===== config.mk =====
export PLATFORM = sky130hd
export DESIGN_NAME = ngb_ctrl
export DESIGN_NICKNAME = d
export VERILOG_FILES = /design/src/rtl/ngb_pkg.sv /design/src/rtl/ngb_ctrl.sv
export SDC_FILE = /design/constraint.sdc
export NUM_CORES = 1
export LEC_CHECK = 0
export BUFFER_PORTS_ARGS = -buffer_cell sky130_fd_sc_hd__buf_2
export CORE_AREA = 5 5 42 44
export DETAILED_ROUTE_END_ITERATION = 10
export DIE_AREA = 0 0 47 49
export GPL_TIMING_DRIVEN = 0
export PLACE_DENSITY = 0.78
export RECOVER_POWER = 25
export SYNTH_ARGS = -nofsm -noshare
export SYNTH_HDL_FRONTEND = slang
export SYNTH_SLANG_ARGS = --single-unit

===== constraint.sdc =====
create_clock -name aclk -period 3.4 [get_ports aclk]
set_clock_uncertainty 0.2 [all_clocks]
set_input_delay 0.34 -clock aclk [delete_from_list [all_inputs] [get_ports aclk]]
set_output_delay 0.34 -clock aclk [all_outputs]
set_load 0.01 [all_outputs]

===== src/rtl/ngb_pkg.sv =====
// Package for the navigation grid builder: field widths, codes, reset values
// and the command/status structs between controller and datapath.
// No dependencies.
`timescale 1ns / 1ps
`default_nettype none
package ngb_pkg;

    localparam int DEF_MAX_WIDTH  = 256;
    localparam int DEF_MAX_HEIGHT = 256;
    localparam int DEF_RULE_COUNT = 4;
    localparam int DEF_MIN_COST   = 1;
    localparam int DEF_MAX_COST   = 255;
    localparam int DEF_SOLID_MASK = 1;

    localparam int RULE_SLOTS = 4;
    localparam int GW         = 9;      // grid size register / cell coordinate
    localparam int CSW        = 16;
    localparam int ICW        = 24;
    localparam int RW         = 24;     // rule register
    localparam int QW         = 24;     // Q15.8 rectangle fields
    localparam int CFG_AW     = 3;
    localparam int CFG_DW     = 24;

    localparam logic [GW-1:0]  RST_GRID = 9'd256;
    localparam logic [CSW-1:0] RST_CS   = 16'd256;
    localparam logic [ICW-1:0] RST_ICS  = 24'd65536;

    localparam logic [16:0] CNT17_MAX = 17'h10000;
    localparam logic [15:0] CNT16_MAX = 16'hFFFF;

    localparam logic [1:0] REQ_CLEAR = 2'd0;
    localparam logic [1:0] REQ_TILE  = 2'd1;
    localparam logic [1:0] REQ_RECT  = 2'd2;
    localparam logic [1:0] REQ_READ  = 2'd3;

    localparam logic [1:0] ST_OK       = 2'd0;
    localparam logic [1:0] ST_BAD_RECT = 2'd1;
    localparam logic [1:0] ST_OUT_MAP  = 2'd2;
    localparam logic [1:0] ST_BAD_RULE = 2'd3;

    localparam logic [CFG_AW-1:0] CFG_GRID_WIDTH  = 3'd0;
    localparam logic [CFG_AW-1:0] CFG_GRID_HEIGHT = 3'd1;
    localparam logic [CFG_AW-1:0] CFG_CELL_SIZE   = 3'd2;
    localparam logic [CFG_AW-1:0] CFG_INV_CELL    = 3'd3;
    localparam logic [CFG_AW-1:0] CFG_RULE_0      = 3'd4;
    localparam logic [CFG_AW-1:0] CFG_RULE_1      = 3'd5;
    localparam logic [CFG_AW-1:0] CFG_RULE_2      = 3'd6;
    localparam logic [CFG_AW-1:0] CFG_RULE_3      = 3'd7;

    typedef struct packed {
        logic load;
        logic dispatch;
        logic clr_start;
        logic clr_step;
        logic rd_cell;
        logic read_cap;
        logic tile_wr;
        logic rect_a;
        logic rect_b;
        logic mul_step;
        logic walk_init;
        logic walk_rd;
        logic walk_wr;
        logic out_load;
    } ngb_cmd_t;

    typedef struct packed {
        logic [1:0] req;
        logic       err;
        logic       tile_empty;
        logic       rect_skip;
        logic       mul_last;
        logic       walk_empty;
        logic       walk_last;
        logic       sweep_last;
        logic       out_busy;
    } ngb_sts_t;

endpackage
`default_nettype wire


===== src/rtl/ngb_ctrl.sv =====
// Sequencer of the grid builder: walks each word through its steps and
// drives the datapath commands. Depends on ngb_pkg.
`timescale 1ns / 1ps
`default_nettype none
module ngb_ctrl import ngb_pkg::*; (
    input  wire logic     aclk,
    input  wire logic     aresetn,
    input  wire logic     s_tvalid,
    output logic          s_tready,
    input  wire ngb_sts_t sts,
    output ngb_cmd_t      cmd
);
    typedef enum logic [3:0] {
        S_INIT, S_IDLE, S_DISPATCH, S_CLR, S_TILE_RD, S_TILE_WR, S_READ_RD,
        S_READ_WAIT, S_RECT_A, S_RECT_B, S_MUL, S_WALK_INIT, S_WALK_RD,
        S_WALK_WR, S_DONE
    } state_t;

    state_t state_reg, state_next;
    logic   tready_reg;

    assign s_tready = tready_reg;

    always_comb begin
        state_next = state_reg;
        cmd        = '0;
        case (state_reg)
            S_INIT: begin
                cmd.clr_step = 1'b1;
                if (sts.sweep_last) state_next = S_IDLE;
            end
            S_IDLE: begin
                if (s_tvalid) begin
                    cmd.load   = 1'b1;
                    state_next = S_DISPATCH;
                end
            end
            S_DISPATCH: begin
                cmd.dispatch = 1'b1;
                case (sts.req)
                    REQ_CLEAR: begin
                        cmd.clr_start = 1'b1;
                        state_next    = S_CLR;
                    end
                    REQ_TILE:  state_next = (sts.err || sts.tile_empty) ? S_DONE : S_TILE_RD;
                    REQ_RECT:  state_next = sts.err ? S_DONE : S_RECT_A;
                    REQ_READ:  state_next = sts.err ? S_DONE : S_READ_RD;
                    default:   state_next = S_DONE;
                endcase
            end
            S_CLR: begin
                cmd.clr_step = 1'b1;
                if (sts.sweep_last) state_next = S_DONE;
            end
            S_TILE_RD: begin
                cmd.rd_cell = 1'b1;
                state_next  = S_TILE_WR;
            end
            S_TILE_WR: begin
                cmd.tile_wr = 1'b1;
                state_next  = S_DONE;
            end
            S_READ_RD: begin
                cmd.rd_cell = 1'b1;
                state_next  = S_READ_WAIT;
            end
            S_READ_WAIT: begin
                cmd.read_cap = 1'b1;
                state_next   = S_DONE;
            end
            S_RECT_A: begin
                cmd.rect_a = 1'b1;
                state_next = S_RECT_B;
            end
            S_RECT_B: begin
                cmd.rect_b = 1'b1;
                state_next = sts.rect_skip ? S_DONE : S_MUL;
            end
            S_MUL: begin
                cmd.mul_step = 1'b1;
                if (sts.mul_last) state_next = S_WALK_INIT;
            end
            S_WALK_INIT: begin
                cmd.walk_init = 1'b1;
                state_next    = sts.walk_empty ? S_DONE : S_WALK_RD;
            end
            S_WALK_RD: begin
                cmd.walk_rd = 1'b1;
                state_next  = S_WALK_WR;
            end
            S_WALK_WR: begin
                cmd.walk_wr = 1'b1;
                state_next  = sts.walk_last ? S_DONE : S_WALK_RD;
            end
            S_DONE: begin
                if (!sts.out_busy) begin
                    cmd.out_load = 1'b1;
                    state_next   = S_IDLE;
                end
            end
            default: state_next = S_IDLE;
        endcase
    end

    always_ff @(posedge aclk) begin
        if (!aresetn) begin
            state_reg  <= S_INIT;
            tready_reg <= 1'b0;
        end else begin
            state_reg  <= state_next;
            tready_reg <= (state_next == S_IDLE);
        end
    end
endmodule
`default_nettype wire


==> out/summary.txt, run 1 <==
Area Growth Syn to Fin: 31.4%
Arr. time, crit path: 1.68 ns
DR iter-0 viols: 22
Fin area: 718 sq um
RSZ-0062 raised after global routing: false
Max-slew violations: 0
Met1 Track Usage GR: 19.2%
Setup crit end kind: output pin
Total track usage: 15.4%
PD cells: 415 nW/um^2
CTS H-tree depth: 1
Diode count: 0
Fmax achieved: 0.450 GHz
Setup Buffers After CTS: 0
# clock sinks: 5
Cts repair resizes: 0
Worst vdd ir: 0.249 mV
GP Congestion: 0.828
Largest area contributor in the netlist: dfxtp_1
CP dominant cell by count: clkbuf_1
Core Footprint: 1400 sq um
P_leak: 0.346 nW
Setup CP Type: reg -> out
DR DRC count: 0
Mapped cell area: 547 sq um
WL/cell: 13.3 microns
Layout cells sized above 1: 32.4%
Layout Nets: 122
CTS tree: yes
Part of the cycle the worst path needs: 65.3%
Clock tree buffer depth: 2
Warnings, synthesis: 0
DP Cell Count: 120
Global route hottest layer: met2
Grt met2 use: 22.9%
Maxcap violations: 0
Critical Path, Cell by Cell: clkbuf_1, clkbuf_1, nand2b_1, and3_1, buf_2
Clock slew seen by the registers of the worst setup and hold paths: 0.05 ns
Row cnt: 14
IO Count: 28
Final count of hold timing violations: 0
Final Core Density: 51.2%
TritonCTS Buffers: 3
CP max FO: 10
Initial Utilization: 39.0%
Total number of vias: 689
Die extent in x: 47 microns
Skew-Pair Late Insertion Delay: 0.25 ns
Slew headroom: 68.6%
Synth top area cells: dfxtp_1, nor2_1, nand2b_1, nor4b_2, a21oi_1
Drt via density: 5.56
Final HPWL DP: 1310 microns
Worst Reg-to-Reg Cells: 5
Routed Antenna Nets: 0
Drt total wl: 1650 microns
Syn Area/Cell: 7.10 sq um
Clock root buffer: clkbuf_4
1st-pass router iterations: 4
Met3 Use GR: 5.17%
GRT overflow: 0
Non-Filler Instances: 124
Vias in the first global route: 643
Commonest non-fill, non-tap cell in the layout: buf_2
Cell depth of the worst hold path: 2
Slowest-stage cell, CP: clkbuf_1
Share of the synthesized area in the top cell type: 18.3%
Power Total: 0.000298 W
# hold bufs at CTS: 0
Crit-path max cell delay: 0.36 ns
Max reg flops: 4
Outcome: complete, no violations
Register area share after synthesis: 18.3%
Final setup vio count: 0
Fin Setup TNS: 0 ns
Synth cell types: 33
Most frequent cells in the layout: buf_2, nor2_1, clkbuf_1, nand2b_1, nand2_1
Synth Register Bits: 5
Worst Hold Class: in -> reg
Crit start category: flip-flop
Die Y: 49 microns
Final min period: 2.22 ns
Mapped Cells: 77
Initial antenna violation count: 0
Die area: 2300 sq um
PortBufs: 27
First-pass GRT wire length: 2590 microns
Syn Nets: 90
Pin count of the biggest net entering global routing: 11
WP data required: 2.86 ns
Post-DP Area: 702 sq um
Worst Max-Slew Pin Slew: 0.465 ns
==> where the power goes <==
part           switching, W  internal, W
registers         0.0000115    0.0000702
logic             0.0000842    0.0000631
clock network     0.0000247    0.0000444
total              0.000120     0.000178
==> critical path, delay by kind of cell, from the launching register on <==
kind	cells	cell delay [ns]
and+or+nand+nor	2	0.38
buffers and inverters	3	0.76
DFF	1	0.30
==> layout make-up <==
class / count / area [sq um]
timing repair buffer: 27 / 133
multi-input combinational: 63 / 403
buffer: 5 / 21.3
inverter: 4 / 15.0
tap: 16 / 20.0
clock buffer: 4 / 26.3
fill: 162 / 683
sequential: 5 / 100
==> synth_stat cells <==
| cell | n |
|---|---|
| a21o_1 | 1 |
| a21oi_1 | 5 |
| a21oi_2 | 1 |
| a22o_1 | 1 |
| a311oi_1 | 1 |
| a31oi_1 | 2 |
| and2_1 | 2 |
| and3_1 | 2 |
| buf_2 | 2 |
| buf_6 | 1 |
| clkbuf_1 | 2 |
| dfxtp_1 | 5 |
| inv_1 | 4 |
| nand2_1 | 6 |
| nand2b_1 | 6 |
| nand3b_1 | 1 |
| nand4_1 | 1 |
| nand4b_1 | 1 |
| nor2_1 | 11 |
| nor2b_1 | 2 |
| nor3_1 | 3 |
| nor4b_2 | 2 |
| o211a_1 | 1 |
| o211ai_1 | 1 |
| o21a_1 | 2 |
| o21bai_1 | 1 |
| o221ai_1 | 2 |
| o2bb2ai_1 | 2 |
| o31a_1 | 1 |
| o41ai_1 | 1 |
| or2_2 | 1 |
| or3_1 | 2 |
| or4b_4 | 1 |
==> cell families after synthesis <==
group	after synthesis	synth area share, %
AO/OA/AOI/OAI	22	30.0
buffers and inverters	9	8.01
flip-flops	5	18.3
AND/OR/NAND/NOR	41	43.7
==> metal layers <==
layer | part of all wire, % | up-vias
li1 | - | 346
met1 | 39 | 304
met2 | 49 | 35
met3 | 11 | 4
met4 | 0.97 | 0
met5 | 0 | -
==> through the flow <==
stage	hold slack, ns	setup slack, ns
after floorplan	0.249	1.74
after global placement	0.395	1.58
after detailed placement	0.402	1.60
after CTS	0.146	1.34
after global routing	0.163	1.01
final	0.153	1.18
==> final timing paths <==
check / end / from / slack (ns)
worst max-delay path: cmd[10] / state_reg[1] / 1.18
worst min-delay path: state_reg[3] / aresetn / 0.15
worst max register to register: s_tready / state_reg[1] / 1.46
worst min register to register: state_reg[1] / state_reg[2] / 0.47
No activity file was read; power rests on OpenSTA's default activity.
==> inputs of run 2 (changes only) <==
clock period = 2.2 ns   (was 3.4 ns; I/O delays follow)
==> run 2 against run 1 <==
Effect of this change: count of clock-buffer cells in the layout did not move; global-route usage fell by 0.21 points; critical endpoint is now cmd[2]; cell area rose by 0.70%; non-clock buffer count did not move; sequential share of layout area fell by 0.096 points; first-iteration DRC count fell by 4.5%; via count fell by 0.58%; combinational power rose by 58%; hold slack got worse by 0.13 ns; setup slack got worse by 0.92 ns; largest power group unchanged.
==> out/summary.txt, run 2 (synthesis gave the netlist of run 1 again) <==
Outcome: complete, no violations
CTS H-tree depth: 1 (unchanged)
Hold Path End: state_reg[3]
IO Count: 28 (unchanged)
PortBufs: 27 (unchanged)
TritonCTS Buffers: 3 (unchanged)
Routed Antenna Nets: 0 (unchanged)
Initial antenna violation count: 0 (unchanged)
Skew-Pair Late Insertion Delay: 0.25 ns (about the same)
WP data required: 1.78 ns (-1.08 ns)
Row cnt: 14 (unchanged)
Worst Hold Class: in -> reg
Clock tree buffer depth: 2 (unchanged)
Clock root buffer: clkbuf_4
Diode count: 0 (unchanged)
Total number of vias: 685 (-0.58%)
Worst vdd ir: 0.400 mV (+60%)
RSZ-0062 raised after global routing: false
Total track usage: 15.2% (-0.21 points)
Fin area: 723 sq um (+0.70%)
Worst Max-Slew Pin Slew: 0.476 ns (+0.0115 ns)
Final worst setup slack: 0.256 ns (-0.922 ns)
1st-pass router iterations: 4 (unchanged)
DR DRC count: 0 (unchanged)
Final setup vio count: 0 (unchanged)
GRT overflow: 0 (unchanged)
Max-slew violations: 0 (unchanged)
Max reg flops: 4 (unchanged)
Maxcap violations: 0 (unchanged)
Area Growth Syn to Fin: 32.3%
Final count of hold timing violations: 0 (unchanged)
Power Total: 0.000466 W (+56%)
Initial Utilization: 39.0% (unchanged)
Worst Reg-to-Reg Cells: 5 (unchanged)
Cell depth of the worst hold path: 2 (unchanged)
Pin count of the biggest net entering global routing: 11 (unchanged)
Commonest non-fill, non-tap cell in the layout: buf_2
CTS tree: yes
Setup crit end kind: output pin
Layout cells sized above 1: 31.5% (-0.93 points)
Fmax achieved: 0.515 GHz
Die extent in x: 47 microns (unchanged)
Met3 Use GR: 4.06% (-1.1 points)
Met1 Track Usage GR: 19.2% (unchanged)
Global route hottest layer: met2
Layout Nets: 122 (unchanged)
CP max FO: 10 (unchanged)
Fin Setup TNS: 0 ns (unchanged)
Slew headroom: 67.8% (-0.78 points)
Grt met2 use: 22.9% (unchanged)
Clock slew seen by the registers of the worst setup and hold paths: 0.05 ns (about the same)
Arr. time, crit path: 1.52 ns (-0.16 ns)
Flop2flop setup slack: 0.30 ns (-1.16 ns)
Crit start category: flip-flop
Most frequent cells in the layout: buf_2, nor2_1, clkbuf_1
# clock sinks: 5 (unchanged)
Cts repair resizes: 0 (unchanged)
Setup CP Type: reg -> out
P_leak: 0.342 nW (-1.1%)
Fillers: 160 (-1.2%)
Final min period: 1.94 ns
Post-DP Area: 702 sq um (unchanged)
Min-delay src: aresetn
PD cells: 645 nW/um^2 (+55%)
RR Endpoint: s_tready
Setup Buffers After CTS: 0 (unchanged)
Vias in the first global route: 645 (+0.31%)
Part of the cycle the worst path needs: 88.3%
Drt total wl: 1620 microns (-1.8%)
WL/cell: 13.0 microns (-1.8%)
Drt via density: 5.52 (-0.58%)
GP Congestion: 0.828 (unchanged)
DR iter-0 viols: 21 (-4.5%)
R2R Path Start: state_reg[2]
Die Y: 49 microns (unchanged)
Die area: 2300 sq um (unchanged)
Core Footprint: 1400 sq um (unchanged)
# hold bufs at CTS: 0 (unchanged)
First-pass GRT wire length: 2590 microns (-0.27%)
Final HPWL DP: 1310 microns (unchanged)
Hold slack: 0.0276 ns (-0.125 ns)
Place WS: 0.396 ns (-1.20 ns)
[run 2: cell count changes in the layout (fill, tap and decap cells not counted)]
cell      previous run  this run
buf_6                0         1
buf_2               27        25
clkbuf_1             6         7
[run 2: metal layers]
layer	up-vias	part of all wire [%]
met5	-	0
met4	0	1.1
met3	3	8.8
met2	30	48
met1	305	42
li1	347	-
[run 2: where the power goes]
group | switching, W | internal (W) | leakage, nW
sequential | 0.0000182 | 0.000109 | 0.0410
combinational | 0.000130 | 0.000102 | 0.286
clock | 0.0000389 | 0.0000686 | 0.0150
[run 2: how the worst max path moves through the flow]
stage            startpoint        to  slack (ns)  cells after the start
3_5_place_dp   state_reg[0]  s_tready        0.40                      4
3_3_place_gp   state_reg[0]  s_tready        0.37                      4
5_1_grt        state_reg[0]   cmd[10]        0.12                      4
6_report       state_reg[2]    cmd[2]        0.26                      4
2_1_floorplan  state_reg[1]  s_tready        0.54                      5
4_1_cts        state_reg[0]   cmd[10]        0.26                      4
[run 2: area by class of cell]
cell class              instances  area [sq um]  area share (%)
plain buffers                   5          27.5            3.81
repair buffers                 27           131            18.2
multi-input cells              63           403            55.7
clock buffers                   4          26.3            3.63
inverters                       4          15.0            2.08
flip-flops and latches          5           100            13.8
well taps                      16          20.0            2.77
[run 2: critical path, cell delays in order, from the launching register on]
cell      delay, ns
dfxtp_1        0.37
clkbuf_1       0.37
nand2_1        0.23
nor3_1         0.16
buf_2          0.15
[run 2: through the flow]
step	instances	utilization (%)
6_report	124	51.6
5_1_grt	124	51.6
4_1_cts	124	52.0
3_5_place_dp	120	50.1
3_3_place_gp	120	50.1
2_1_floorplan	77	-
==> inputs of run 3 (changes only) <==
ABC_AREA = 0   (was default)
clock period = 2.5 ns   (was 2.2 ns; I/O delays follow)
==> run 3 against run 2 <==
Effect of this change: via count rose by 0.73%; clock power fell by 12%; combinational power fell by 14%; first-iteration DRC count did not move; power fell by 13%; setup slack improved by 0.11 ns; wire length rose by 1.1%.
==> out/summary.txt, run 3 (synthesis gave the netlist of run 1 again) <==
Flop2flop setup slack: 0.56 ns (+0.26 ns)
Final HPWL DP: 1310 microns (unchanged)
Layout cells sized above 1: 31.5% (unchanged)
WL/cell: 13.2 microns (+1.1%)
Worst Hold Class: in -> reg
Core Footprint: 1400 sq um (unchanged)
Drt via density: 5.56 (+0.73%)
Maxcap violations: 0 (unchanged)
Met2 Wirelength: 790 microns (+1.0%)
Slowest-stage cell, CP: clkbuf_1
Max-slew violations: 0 (unchanged)
Initial antenna violation count: 0 (unchanged)
WP data required: 2.05 ns (+0.27 ns)
Highest routed layer: met4
Part of the cycle the worst path needs: 85.2%
Clk pwr share: 23.4% (+0.3 points)
Metal-1 WL: 660 microns (-2.4%)
Crit start category: flip-flop
GRT overflow: 0 (unchanged)
Fmax achieved: 0.470 GHz
Combinational share of power: 49.1% (-0.6 points)
Crit-path max cell delay: 0.36 ns (about the same)
Final count of hold timing violations: 0 (unchanged)
Max reg flops: 4 (unchanged)
Drt total wl: 1630 microns (+1.1%)
Seq pwr share: 27.5% (+0.3 points)
Net Switching: 0.000164 W (-13%)
Slew headroom: 68.5% (+0.71 points)
CTS tree: yes
Final worst setup slack: 0.371 ns (+0.114 ns)
Final setup vio count: 0 (unchanged)
IO Count: 28 (unchanged)
Routed Antenna Nets: 0 (unchanged)
Arr. time, crit path: 1.68 ns (+0.16 ns)
Switch share: 40.5% (+0.25 points)
# hold bufs at CTS: 0 (unchanged)
Skew-Pair Late Insertion Delay: 0.25 ns (about the same)
First-pass GRT wire length: 2590 microns (+0.27%)
Initial Utilization: 39.0% (unchanged)
CP dominant cell by count: clkbuf_1
Most frequent cells in the layout: buf_2, nor2_1, clkbuf_1
# clock sinks: 5 (unchanged)
Total number of vias: 690 (+0.73%)
Fillers: 163 (+1.9%)
Setup crit end kind: output pin
TritonCTS Buffers: 3 (unchanged)
Hold slack: 0.0586 ns (+0.0310 ns)
Die area: 2300 sq um (unchanged)
Worst vdd ir: 0.339 mV (-15%)
Final min period: 2.13 ns
Total track usage: 15.4% (+0.21 points)
Diode count: 0 (unchanged)
Clock tree buffer depth: 2 (unchanged)
Layout Nets: 122 (unchanged)
Outcome: complete, no violations
Row cnt: 14 (unchanged)
Fin area: 717 sq um (-0.87%)
Clock slew seen by the registers of the worst setup and hold paths: 0.05 ns (about the same)
Die Y: 49 microns (unchanged)
CP max FO: 10 (unchanged)
Met3 wire length: 154 microns (+8.5%)
PD cells: 565 nW/um^2 (-12%)
PortBufs: 27 (unchanged)
Setup CP Type: reg -> out
Place WS: 0.696 ns (+0.300 ns)
Worst Max-Slew Pin Slew: 0.466 ns (-0.0105 ns)
Vias in the first global route: 643 (-0.31%)
GP Congestion: 0.828 (unchanged)
DR iter-0 viols: 21 (unchanged)
Clock root buffer: clkbuf_4
Setup Buffers After CTS: 0 (unchanged)
RSZ-0062 raised after global routing: false
Post-DP Area: 702 sq um (unchanged)
1st-pass router iterations: 4 (unchanged)
Critical Path, Cell by Cell: clkbuf_1, clkbuf_1, nand2b_1, and3_1, buf_2
Pint: 0.000241 W (-14%)
CTS H-tree depth: 1 (unchanged)
Area Growth Syn to Fin: 31.1%
P_leak: 0.342 nW (-0.16%)
DR DRC count: 0 (unchanged)
Pin count of the biggest net entering global routing: 11 (unchanged)
Fin Setup TNS: 0 ns (unchanged)
Commonest non-fill, non-tap cell in the layout: buf_2
Cts repair resizes: 0 (unchanged)
Die extent in x: 47 microns (unchanged)
## run 3: cell count changes in the layout (fill, tap and decap cells not counted)
cell   before  now
buf_6       1    0
buf_2      25   26
## run 3: final cells by class
cell class	instances	area, sq um	area share, %
Inverter	4	15.0	2.09
Sequential cell	5	100	14.0
Multi-Input combinational cell	63	403	56.2
Buffer	5	20.0	2.79
Timing Repair Buffer	27	133	18.5
Clock buffer	4	26.3	3.66
Tap cell	16	20.0	2.79
## run 3: per-stage QoR
| stage | utilization (%) | total power (W) | std cells |
|---|---|---|---|
| detailed placement | 50.1 | 0.000317 | 120 |
| global route | 51.2 | 0.000436 | 124 |
| CTS | 52.0 | 0.000414 | 124 |
| global placement | 50.1 | 0.000312 | 120 |
| finish | 51.2 | 0.000405 | 124 |
| floorplan | - | 0.000253 | 77 |
## run 3: final timing paths
check,endpoint,cells after the start,start
worst max-delay path,cmd[10],5,state_reg[1]
worst min-delay path,state_reg[3],2,aresetn
worst max register to register,s_tready,5,state_reg[1]
worst min register to register,state_reg[1],3,state_reg[2]
## run 3: worst max-delay path: cells and delay by family, from the launching register on
family / cells / cell delay [ns]
flops: 1 / 0.30
simple gates: 2 / 0.38
buf+inv: 3 / 0.76
## run 3: power groups by stage
stage          sequential (W)  combinational (W)  clock [W]
6_report             0.000111           0.000199  0.0000948
3_5_place_dp         0.000112           0.000205          0
3_3_place_gp         0.000111           0.000201          0
2_1_floorplan        0.000110           0.000143          0
5_1_grt              0.000113           0.000222   0.000101
4_1_cts              0.000111           0.000206  0.0000969
## run 3: per-layer routing
| layer | vias to the layer above | global-route usage (%) |
|---|---|---|
| met2 | 30 | 22.9 |
| li1 | 347 | - |
| met1 | 308 | 19.2 |
| met3 | 5 | 5.17 |
| met5 | - | 0 |
| met4 | 0 | 7.83 |
